File: config.mk
export PLATFORM = sky130hd
export DESIGN_NAME = integer_to_ascii_padded_top
export DESIGN_NICKNAME = d
export VERILOG_FILES = /design/src/design/i2a_pkg.sv /design/src/design/i2a_conv.sv /design/src/design/i2a_emit.sv /design/src/design/integer_to_ascii_padded_top.sv
export SDC_FILE = /design/constraint.sdc
export NUM_CORES = 1
export LEC_CHECK = 0
export BUFFER_PORTS_ARGS = -buffer_cell sky130_fd_sc_hd__clkbuf_2
export CAP_MARGIN = 10
export CORE_ASPECT_RATIO = 1.75
export CORE_MARGIN = 3
export CORE_UTILIZATION = 40
export DETAILED_ROUTE_END_ITERATION = 16
export SYNTH_ARGS = -nofsm -noshare
export SYNTH_HDL_FRONTEND = slang
export SYNTH_HIERARCHICAL = 1
export SYNTH_SLANG_ARGS = --single-unit
File: constraint.sdc
create_clock -name clk -period 8 [get_ports clk]
set_input_delay 1.6 -clock clk [delete_from_list [all_inputs] [get_ports clk]]
set_output_delay 1.6 -clock clk [all_outputs]
set_load 0.02 [all_outputs]
File: src/design/i2a_pkg.sv
package i2a_pkg;

  localparam int unsigned MAX_PAD_DEF = 63;
  localparam int unsigned VAL_W       = 32;
  localparam int unsigned BCD_DIGITS  = 10;
  localparam int unsigned BCD_W       = 4 * BCD_DIGITS;

  localparam logic [7:0] CH_ZERO    = 8'h30;
  localparam logic [7:0] CH_SPACE   = 8'h20;
  localparam logic [7:0] CH_MINUS   = 8'h2D;
  localparam logic [7:0] CH_UPPER_A = 8'h41;
  localparam logic [7:0] CH_LOWER_A = 8'h61;

  typedef enum logic [2:0] {
    FN_SDEC = 3'd0,
    FN_UDEC = 3'd1,
    FN_OCT  = 3'd2,
    FN_HEXL = 3'd3,
    FN_HEXU = 3'd4,
    FN_BIN  = 3'd5
  } func_t;

  typedef enum logic [1:0] {
    RDX_DEC = 2'd0,
    RDX_OCT = 2'd1,
    RDX_HEX = 2'd2,
    RDX_BIN = 2'd3
  } radix_t;

  // one finished conversion handed from converter to emitter
  typedef struct packed {
    logic [BCD_W-1:0] digits;
    radix_t           radix;
    logic             upper;
    logic [5:0]       ndig;
    logic [5:0]       npad;
    logic             neg;
    logic             fill;
  } i2a_desc_t;

  function automatic logic [7:0] digit_char(logic [3:0] d, logic upper);
    logic [7:0] ch;
    if (d < 4'd10) begin
      ch = CH_ZERO + {4'b0, d};
    end else if (upper) begin
      ch = CH_UPPER_A + {4'b0, d - 4'd10};
    end else begin
      ch = CH_LOWER_A + {4'b0, d - 4'd10};
    end
    return ch;
  endfunction

endpackage

File: src/design/i2a_conv.sv
module i2a_conv #(
  parameter int unsigned MAX_PAD = i2a_pkg::MAX_PAD_DEF
) (
  input  logic                clk,
  input  logic                rst_n,
  input  logic                in_valid,
  output logic                in_ready,
  input  logic [2:0]          in_func,
  input  logic [31:0]         in_value,
  input  logic [5:0]          in_min_width,
  input  logic                in_zero_fill,
  output logic                desc_valid,
  input  logic                desc_ready,
  output i2a_pkg::i2a_desc_t  desc
);
  import i2a_pkg::*;

  localparam logic [5:0] PAD_LIM = 6'(MAX_PAD);

  typedef enum logic [2:0] {
    CV_IDLE = 3'b001,
    CV_RUN  = 3'b010,
    CV_HOLD = 3'b100
  } cv_state_t;

  cv_state_t        state_r, state_nxt;
  logic [4:0]       cnt_r, cnt_nxt;
  logic [VAL_W-1:0] sh_r, sh_nxt;
  logic [BCD_W-1:0] bcd_r, bcd_nxt;
  logic [BCD_W-1:0] bcd_adj;
  logic             seen_r, seen_nxt;
  logic [4:0]       msb_r, msb_nxt;
  radix_t           radix_r, radix_nxt;
  logic             upper_r, upper_nxt;
  logic             neg_r, neg_nxt;
  logic             fill_r, fill_nxt;
  logic [5:0]       pad_r, pad_nxt;
  logic             sbit;
  logic [5:0]       ndig;
  logic [5:0]       width;
  logic [5:0]       npad;
  logic [8:0]       oct_prod;

  // add-3 correction on every bcd digit before the shift
  always_comb begin
    for (int i = 0; i < BCD_DIGITS; i++) begin
      if (bcd_r[4*i +: 4] >= 4'd5) begin
        bcd_adj[4*i +: 4] = bcd_r[4*i +: 4] + 4'd3;
      end else begin
        bcd_adj[4*i +: 4] = bcd_r[4*i +: 4];
      end
    end
  end

  assign sbit = sh_r[VAL_W-1];

  always_comb begin
    state_nxt = state_r;
    cnt_nxt   = cnt_r;
    sh_nxt    = sh_r;
    bcd_nxt   = bcd_r;
    seen_nxt  = seen_r;
    msb_nxt   = msb_r;
    radix_nxt = radix_r;
    upper_nxt = upper_r;
    neg_nxt   = neg_r;
    fill_nxt  = fill_r;
    pad_nxt   = pad_r;
    unique case (state_r)
      CV_IDLE: begin
        if (in_valid) begin
          unique case (in_func)
            FN_OCT:  radix_nxt = RDX_OCT;
            FN_HEXL: radix_nxt = RDX_HEX;
            FN_HEXU: radix_nxt = RDX_HEX;
            FN_BIN:  radix_nxt = RDX_BIN;
            default: radix_nxt = RDX_DEC;
          endcase
          upper_nxt = (in_func == FN_HEXU);
          neg_nxt   = (in_func == FN_SDEC) && in_value[VAL_W-1];
          sh_nxt    = neg_nxt ? (~in_value + 32'd1) : in_value;
          fill_nxt  = in_zero_fill;
          pad_nxt   = (in_min_width > PAD_LIM) ? PAD_LIM : in_min_width;
          bcd_nxt   = '0;
          cnt_nxt   = '0;
          seen_nxt  = 1'b0;
          msb_nxt   = '0;
          state_nxt = CV_RUN;
        end
      end
      CV_RUN: begin
        // rotate so the magnitude is whole again after 32 steps
        sh_nxt  = {sh_r[VAL_W-2:0], sbit};
        bcd_nxt = {bcd_adj[BCD_W-2:0], sbit};
        if (sbit && !seen_r) begin
          seen_nxt = 1'b1;
          msb_nxt  = ~cnt_r;
        end
        cnt_nxt = cnt_r + 5'd1;
        if (cnt_r == 5'd31) begin
          state_nxt = CV_HOLD;
        end
      end
      CV_HOLD: begin
        if (desc_ready) begin
          state_nxt = CV_IDLE;
        end
      end
      default: state_nxt = CV_IDLE;
    endcase
  end

  // digit count: top nonzero bcd digit, or msb position per digit size
  always_comb begin
    ndig     = 6'd1;
    oct_prod = 9'(msb_r) * 9'd11;
    unique case (radix_r)
      RDX_DEC: begin
        for (int i = 0; i < BCD_DIGITS; i++) begin
          if (bcd_r[4*i +: 4] != 4'd0) begin
            ndig = 6'(i + 1);
          end
        end
      end
      RDX_OCT: ndig = {2'b0, oct_prod[8:5]} + 6'd1;
      RDX_HEX: ndig = {3'b0, msb_r[4:2]} + 6'd1;
      RDX_BIN: ndig = {1'b0, msb_r} + 6'd1;
      default: ndig = 6'd1;
    endcase
  end

  assign width = ndig + {5'b0, neg_r};
  assign npad  = (pad_r > width) ? (pad_r - width) : 6'd0;

  assign in_ready   = (state_r == CV_IDLE);
  assign desc_valid = (state_r == CV_HOLD);

  always_comb begin
    desc.digits = (radix_r == RDX_DEC) ? bcd_r : {{(BCD_W-VAL_W){1'b0}}, sh_r};
    desc.radix  = radix_r;
    desc.upper  = upper_r;
    desc.ndig   = ndig;
    desc.npad   = npad;
    desc.neg    = neg_r;
    desc.fill   = fill_r;
  end

  always_ff @(posedge clk) begin
    if (!rst_n) begin
      state_r <= CV_IDLE;
      cnt_r   <= '0;
      seen_r  <= 1'b0;
    end else begin
      state_r <= state_nxt;
      cnt_r   <= cnt_nxt;
      seen_r  <= seen_nxt;
    end
  end

  always_ff @(posedge clk) begin
    sh_r    <= sh_nxt;
    bcd_r   <= bcd_nxt;
    msb_r   <= msb_nxt;
    radix_r <= radix_nxt;
    upper_r <= upper_nxt;
    neg_r   <= neg_nxt;
    fill_r  <= fill_nxt;
    pad_r   <= pad_nxt;
  end

`ifndef SYNTHESIS
  a_run_len: assert property (@(posedge clk) disable iff (!rst_n)
    (state_r == CV_RUN) && (cnt_r == 5'd31) |=> (state_r == CV_HOLD))
    else $error("converter did not finish after 32 shifts");

  a_hold: assert property (@(posedge clk) disable iff (!rst_n)
    desc_valid && !desc_ready |=> desc_valid && $stable(desc))
    else $error("conversion result changed while waiting for emitter");

  a_ndig: assert property (@(posedge clk) disable iff (!rst_n)
    desc_valid |-> (desc.ndig != 6'd0) && (desc.ndig <= 6'd32))
    else $error("digit count out of range");
`endif

endmodule

File: src/design/i2a_emit.sv
module i2a_emit (
  input  logic               clk,
  input  logic               rst_n,
  input  logic               desc_valid,
  output logic               desc_ready,
  input  i2a_pkg::i2a_desc_t desc,
  output logic               out_valid,
  input  logic               out_ready,
  output logic [7:0]         out_ascii_char,
  output logic               out_last
);
  import i2a_pkg::*;

  typedef enum logic [3:0] {
    EM_IDLE  = 4'b0001,
    EM_PAD   = 4'b0010,
    EM_SIGN  = 4'b0100,
    EM_DIGIT = 4'b1000
  } em_state_t;

  em_state_t        state_r, state_nxt;
  logic [BCD_W-1:0] dig_r, dig_nxt;
  radix_t           radix_r, radix_nxt;
  logic             upper_r, upper_nxt;
  logic             neg_r, neg_nxt;
  logic             fill_r, fill_nxt;
  logic [5:0]       pad_cnt_r, pad_cnt_nxt;
  logic [4:0]       idx_r, idx_nxt;

  logic [15:0][3:0] nibs;
  logic [15:0][2:0] octs;
  logic [31:0]      bits;
  logic [3:0]       dval;

  assign nibs = {{(64-BCD_W){1'b0}}, dig_r};
  assign octs = {{(48-BCD_W){1'b0}}, dig_r};
  assign bits = dig_r[31:0];

  always_comb begin
    unique case (radix_r)
      RDX_OCT: dval = {1'b0, octs[idx_r[3:0]]};
      RDX_BIN: dval = {3'b0, bits[idx_r]};
      default: dval = nibs[idx_r[3:0]];
    endcase
  end

  always_comb begin
    unique case (state_r)
      EM_PAD:   out_ascii_char = fill_r ? CH_ZERO : CH_SPACE;
      EM_SIGN:  out_ascii_char = CH_MINUS;
      EM_DIGIT: out_ascii_char = digit_char(dval, upper_r);
      default:  out_ascii_char = CH_SPACE;
    endcase
  end

  assign out_valid  = (state_r != EM_IDLE);
  assign out_last   = (state_r == EM_DIGIT) && (idx_r == 5'd0);
  assign desc_ready = (state_r == EM_IDLE);

  always_comb begin
    state_nxt   = state_r;
    dig_nxt     = dig_r;
    radix_nxt   = radix_r;
    upper_nxt   = upper_r;
    neg_nxt     = neg_r;
    fill_nxt    = fill_r;
    pad_cnt_nxt = pad_cnt_r;
    idx_nxt     = idx_r;
    unique case (state_r)
      EM_IDLE: begin
        if (desc_valid) begin
          dig_nxt     = desc.digits;
          radix_nxt   = desc.radix;
          upper_nxt   = desc.upper;
          neg_nxt     = desc.neg;
          fill_nxt    = desc.fill;
          pad_cnt_nxt = desc.npad;
          // a count of 32 wraps to index 31 as wanted
          idx_nxt     = desc.ndig[4:0] - 5'd1;
          priority if (desc.npad != 6'd0) begin
            state_nxt = EM_PAD;
          end else if (desc.neg) begin
            state_nxt = EM_SIGN;
          end else begin
            state_nxt = EM_DIGIT;
          end
        end
      end
      EM_PAD: begin
        if (out_ready) begin
          pad_cnt_nxt = pad_cnt_r - 6'd1;
          if (pad_cnt_r == 6'd1) begin
            state_nxt = neg_r ? EM_SIGN : EM_DIGIT;
          end
        end
      end
      EM_SIGN: begin
        if (out_ready) begin
          state_nxt = EM_DIGIT;
        end
      end
      EM_DIGIT: begin
        if (out_ready) begin
          if (idx_r == 5'd0) begin
            state_nxt = EM_IDLE;
          end else begin
            idx_nxt = idx_r - 5'd1;
          end
        end
      end
      default: state_nxt = EM_IDLE;
    endcase
  end

  always_ff @(posedge clk) begin
    if (!rst_n) begin
      state_r <= EM_IDLE;
    end else begin
      state_r <= state_nxt;
    end
  end

  always_ff @(posedge clk) begin
    dig_r     <= dig_nxt;
    radix_r   <= radix_nxt;
    upper_r   <= upper_nxt;
    neg_r     <= neg_nxt;
    fill_r    <= fill_nxt;
    pad_cnt_r <= pad_cnt_nxt;
    idx_r     <= idx_nxt;
  end

`ifndef SYNTHESIS
  a_start: assert property (@(posedge clk) disable iff (!rst_n)
    desc_valid && desc_ready |=> out_valid)
    else $error("emitter took a conversion but shows no word");

  a_end: assert property (@(posedge clk) disable iff (!rst_n)
    out_valid && out_ready && out_last |=> !out_valid)
    else $error("emitter still busy after the final word");

  a_pad: assert property (@(posedge clk) disable iff (!rst_n)
    (state_r == EM_PAD) |-> (pad_cnt_r != 6'd0))
    else $error("pad phase with nothing left to pad");
`endif

endmodule

File: src/design/integer_to_ascii_padded_top.sv
// channel  direction  ports                                      one word is
// in       input      in_valid/in_ready, in_func, in_value,      one conversion
//                     in_min_width, in_zero_fill
// out      output     out_valid/out_ready, out_ascii_char,       one character
//                     out_last
//
// an item's magnitude is shifted bit-serially, all 32 bits, through the
// double-dabble register in the converter, which then holds the result
// until the emitter takes it; the emitter then sends one character per
// cycle while out_ready is high, out_last on the final one
// the converter takes the next item while the emitter drains the last
// rst_n is synchronous, active low; out_ready low holds the current word
module integer_to_ascii_padded_top #(
  parameter int unsigned MAX_PAD = i2a_pkg::MAX_PAD_DEF
) (
  input  logic        clk,
  input  logic        rst_n,
  input  logic        in_valid,
  output logic        in_ready,
  input  logic [2:0]  in_func,
  input  logic [31:0] in_value,
  input  logic [5:0]  in_min_width,
  input  logic        in_zero_fill,
  output logic        out_valid,
  input  logic        out_ready,
  output logic [7:0]  out_ascii_char,
  output logic        out_last
);
  import i2a_pkg::*;

  i2a_desc_t desc;
  logic      desc_valid;
  logic      desc_ready;

  i2a_conv #(
    .MAX_PAD (MAX_PAD)
  ) u_conv (
    .clk          (clk),
    .rst_n        (rst_n),
    .in_valid     (in_valid),
    .in_ready     (in_ready),
    .in_func      (in_func),
    .in_value     (in_value),
    .in_min_width (in_min_width),
    .in_zero_fill (in_zero_fill),
    .desc_valid   (desc_valid),
    .desc_ready   (desc_ready),
    .desc         (desc)
  );

  i2a_emit u_emit (
    .clk            (clk),
    .rst_n          (rst_n),
    .desc_valid     (desc_valid),
    .desc_ready     (desc_ready),
    .desc           (desc),
    .out_valid      (out_valid),
    .out_ready      (out_ready),
    .out_ascii_char (out_ascii_char),
    .out_last       (out_last)
  );

endmodule
==> flow_metrics.env <==
export IMPL_cp_num_cells=25
export IMPL_post_cts_buffers=0
export IMPL_hold_viol=0
export IMPL_crit_start="u_conv/msb_r[3]$_SDFFCE_PN0P_"
export IMPL_synth_edf_count=144
export IMPL_synth_compound_area_frac=0.127
export IMPL_reg2reg_depth=25
export IMPL_hold_path_class="flip-flop to flip-flop"
export IMPL_grt_antenna_before_repair=0
export IMPL_htreeDepth=4
export IMPL_crit_path_end_kind="flip-flop"
export IMPL_ctsHoldBuffers=0
export IMPL_grt_pass1_vias=7667
export IMPL_clock_skew_ns=0.00810
export IMPL_wl_met3_um=723
export IMPL_synth_seq_cells=157
export IMPL_worstHoldStart="u_conv/cnt_r[3]$_SDFFE_PN0P_"
export IMPL_fillCellCount=2486
export IMPL_worst_pin_slew_ns=1.07
export IMPL_grt_pass1_wl_um=39000
export IMPL_cts_buffers=17
export IMPL_cp_common_cell="ha_1"
export IMPL_wl_met1_um=9580
export IMPL_clk_latency_ns=0.43
export IMPL_hpwl_um=17800
export IMPL_gp_congestion=0.912
export IMPL_antennaDiodeCount=0
export IMPL_power_density_mw_per_mm2=191
export IMPL_syn_nets=1100
export IMPL_leakage_uw=0.00414
export IMPL_die_area_mm2=0.0277
export IMPL_fp_dieW_um=127
export IMPL_ir_drop_v=0.000144
export IMPL_synth_yosys_seq_area_share=0.447
export IMPL_drtAntennaViolNets=0
export IMPL_run_status="completed"
export IMPL_grt_max_degree=62
export IMPL_wl_per_cell_um=17.4
export IMPL_drt_total_wl_um=23700
export IMPL_initialDrtViolationCount=446
export IMPL_finalCritPeriodShare=0.799
export IMPL_cts_tree="done"
export IMPL_start_util=0.407
export IMPL_synth_simple_area_share=0.164
export IMPL_slew_violations=0
export IMPL_drcViolationCount=0
export IMPL_clk_pin_slew_ns=0.06
export IMPL_fin_nets=1136
export IMPL_cts_root_buffer="clkbuf_16"
export IMPL_cp_slowest_cell="or4_1"
export IMPL_wl_met2_um=12800
export IMPL_core_area_mm2=0.0252
export IMPL_setup_tns_ns=0
export IMPL_clockBufferDepth=2
export IMPL_crit_family="compound AO/OA/AOI/OAI gates"
export IMPL_rsz0062_at_grt="false"
export IMPL_whs_path_depth=1
export IMPL_via_per_inst=5.52
export IMPL_synthDistinctLibCells=79
export IMPL_dr_pass1_iters=5
export IMPL_p_total_uw=2160
export IMPL_fin_crit_ns=6.39
export IMPL_synthMuxAreaShare=0.0935
export IMPL_die_y_um=218
export IMPL_synthAdderAreaFrac=0.0673
export IMPL_setup_viol=0
export IMPL_rows=77
export IMPL_drive_above_1_share=0.152
export IMPL_cp_start_kind="flip-flop"
export IMPL_vias=7517
export IMPL_grt_overflow_total=0
export IMPL_synth_xor_area_frac=0.0597
export IMPL_ys_async_sr_fraction=0
export IMPL_max_stage_delay_ns=0.52
export IMPL_worstPathArrival_ns=6.77
export IMPL_io_buffer_count=55
export IMPL_crit_fanout=7
export IMPL_required_ns=8.37
export IMPL_synthCells=1000
export IMPL_avgSynthCellArea_um2=10.3
export IMPL_cts_resized=0
export IMPL_dr_max_layer_used="met4"
export IMPL_placed_cells=1333
export IMPL_io_pins=57
export IMPL_grtUsageTotal=0.177
export IMPL_layoutNonFillerInstCount=1363
export IMPL_critPathKind="flip-flop to flip-flop"
export IMPL_yosys_warnings=6
export IMPL_cts_sinks=157
export IMPL_maxCapViolations=0
export IMPL_synth_top_family_by_area="simple AND/OR/NAND/NOR gates"
export IMPL_rr_startpoint="u_conv/msb_r[3]$_SDFFCE_PN0P_"
export IMPL_hold_ws_ns=0.495
export IMPL_crit_buf_inv=0
export IMPL_max_slew_margin=0.285
export IMPL_synth_area_mm2=0.0103
export IMPL_synth_ff_type="edfxtp_1"
export IMPL_fmax_ghz=0.156
export IMPL_areaGrowthSynthToFinish_pct=10.0
==> cells in the final DEF (no fill, tap or decap), drive strengths merged, types with 35 or more instances in the layout <==
| cell type | instances |
|---|---|
| o21ai | 78 |
| nor2 | 93 |
| ha | 52 |
| clkbuf | 73 |
| xor2 | 35 |
| mux2 | 40 |
| a21oi | 58 |
| inv | 51 |
| nand2 | 94 |
| edfxtp | 144 |
| xnor2 | 35 |
==> power by group <==
part           internal [µW]  switching, µW
Clock                    421            326
Combinational            167            240
Sequential               961           46.2
Total                   1550            612
==> kinds of logic (layout without fill, tap and decap cells) <==
group,count (synthesis),after routing
compound gates,211,211
xor+xnor,70,70
fa+ha+maj,54,54
buf+inv,95,142
flops,157,157
mux,78,78
other cells,1,1
simple gates,334,334
==> layout make-up <==
class / count / area (µm²) / share of cell area
multi-input cells: 748 / 5270 / 0.467
clock buffers: 18 / 429 / 0.0380
flip-flops and latches: 157 / 4580 / 0.406
clock inverters: 12 / 98.8 / 0.00875
repair buffers: 62 / 328 / 0.0290
well taps: 316 / 395 / 0.0350
inverters: 50 / 188 / 0.0166
==> synthesized netlist by cell type, drive strengths merged (31+ instances only) <==
library cell  instances  area, µm²
inv                  50        188
nor3                 31        160
a21oi                58        290
mux2                 40        450
edfxtp              144       4320
o21ai                78        390
nand2                94        353
xnor2                35        307
ha                   52        651
nor2                 93        349
xor2                 35        307
==> path summary, 6_finish.rpt <==
kind / slack [ns] / end
setup / recovery: 1.61 / u_emit/state_r[3]$_SDFFE_PN0P_
hold / removal: 0.50 / u_conv/cnt_r[3]$_SDFFE_PN0P_
setup reg to reg: 1.61 / u_emit/state_r[3]$_SDFFE_PN0P_
hold reg to reg: 0.50 / u_conv/cnt_r[3]$_SDFFE_PN0P_
==> layer usage <==
layer	vias up	GRT usage
li1	3720	-
met1	3604	0.200
met2	162	0.325
met3	31	0.0294
met4	0	0.0709
met5	-	0
==> sequential cells by signal, summed over array words and instances (netlist names), 3 cells and up <==
name and flops:
u_emit/dig_r 40, u_conv/msb_r 5, u_emit/pad_cnt_r 6, u_conv/sh_r 32, u_conv/cnt_r 5, u_conv/bcd_r 40
u_conv/pad_r 6, u_conv/state_r 3, u_emit/state_r 4, u_emit/idx_r 5
==> worst register-to-register path, stage by stage (launching register included) <==
cell and delay [ns]:
edfxtp_1 0.51, ha_1 0.34, fa_1 0.48, ha_1 0.32
a21oi_1 0.32, nand2_1 0.10, a21oi_1 0.18, xnor2_1 0.08
ha_1 0.22, xnor2_1 0.14, or4_1 0.41, o211ai_1 0.24
xnor2_1 0.18, ha_1 0.28, nor2b_1 0.16, o21ai_0 0.23
a21boi_0 0.17, o21a_1 0.21, o22ai_1 0.33, nor3_1 0.11
or4_1 0.52, nor3_1 0.33, nand2_1 0.11, o221ai_1 0.17
a21oi_1 0.09, nor2_1 0.08
==> through the flow <==
stage | cell area (µm²) | util | setup WS, ns
2_1_floorplan | 10300 | - | 2.34
3_3_place_gp | 10800 | 0.427 | 1.83
3_5_place_dp | 10800 | 0.427 | 1.69
4_1_cts | 11300 | 0.447 | 1.66
5_1_grt | 11300 | 0.447 | 1.09
6_report | 11300 | 0.447 | 1.61
Power figures use the tool's default switching activity.
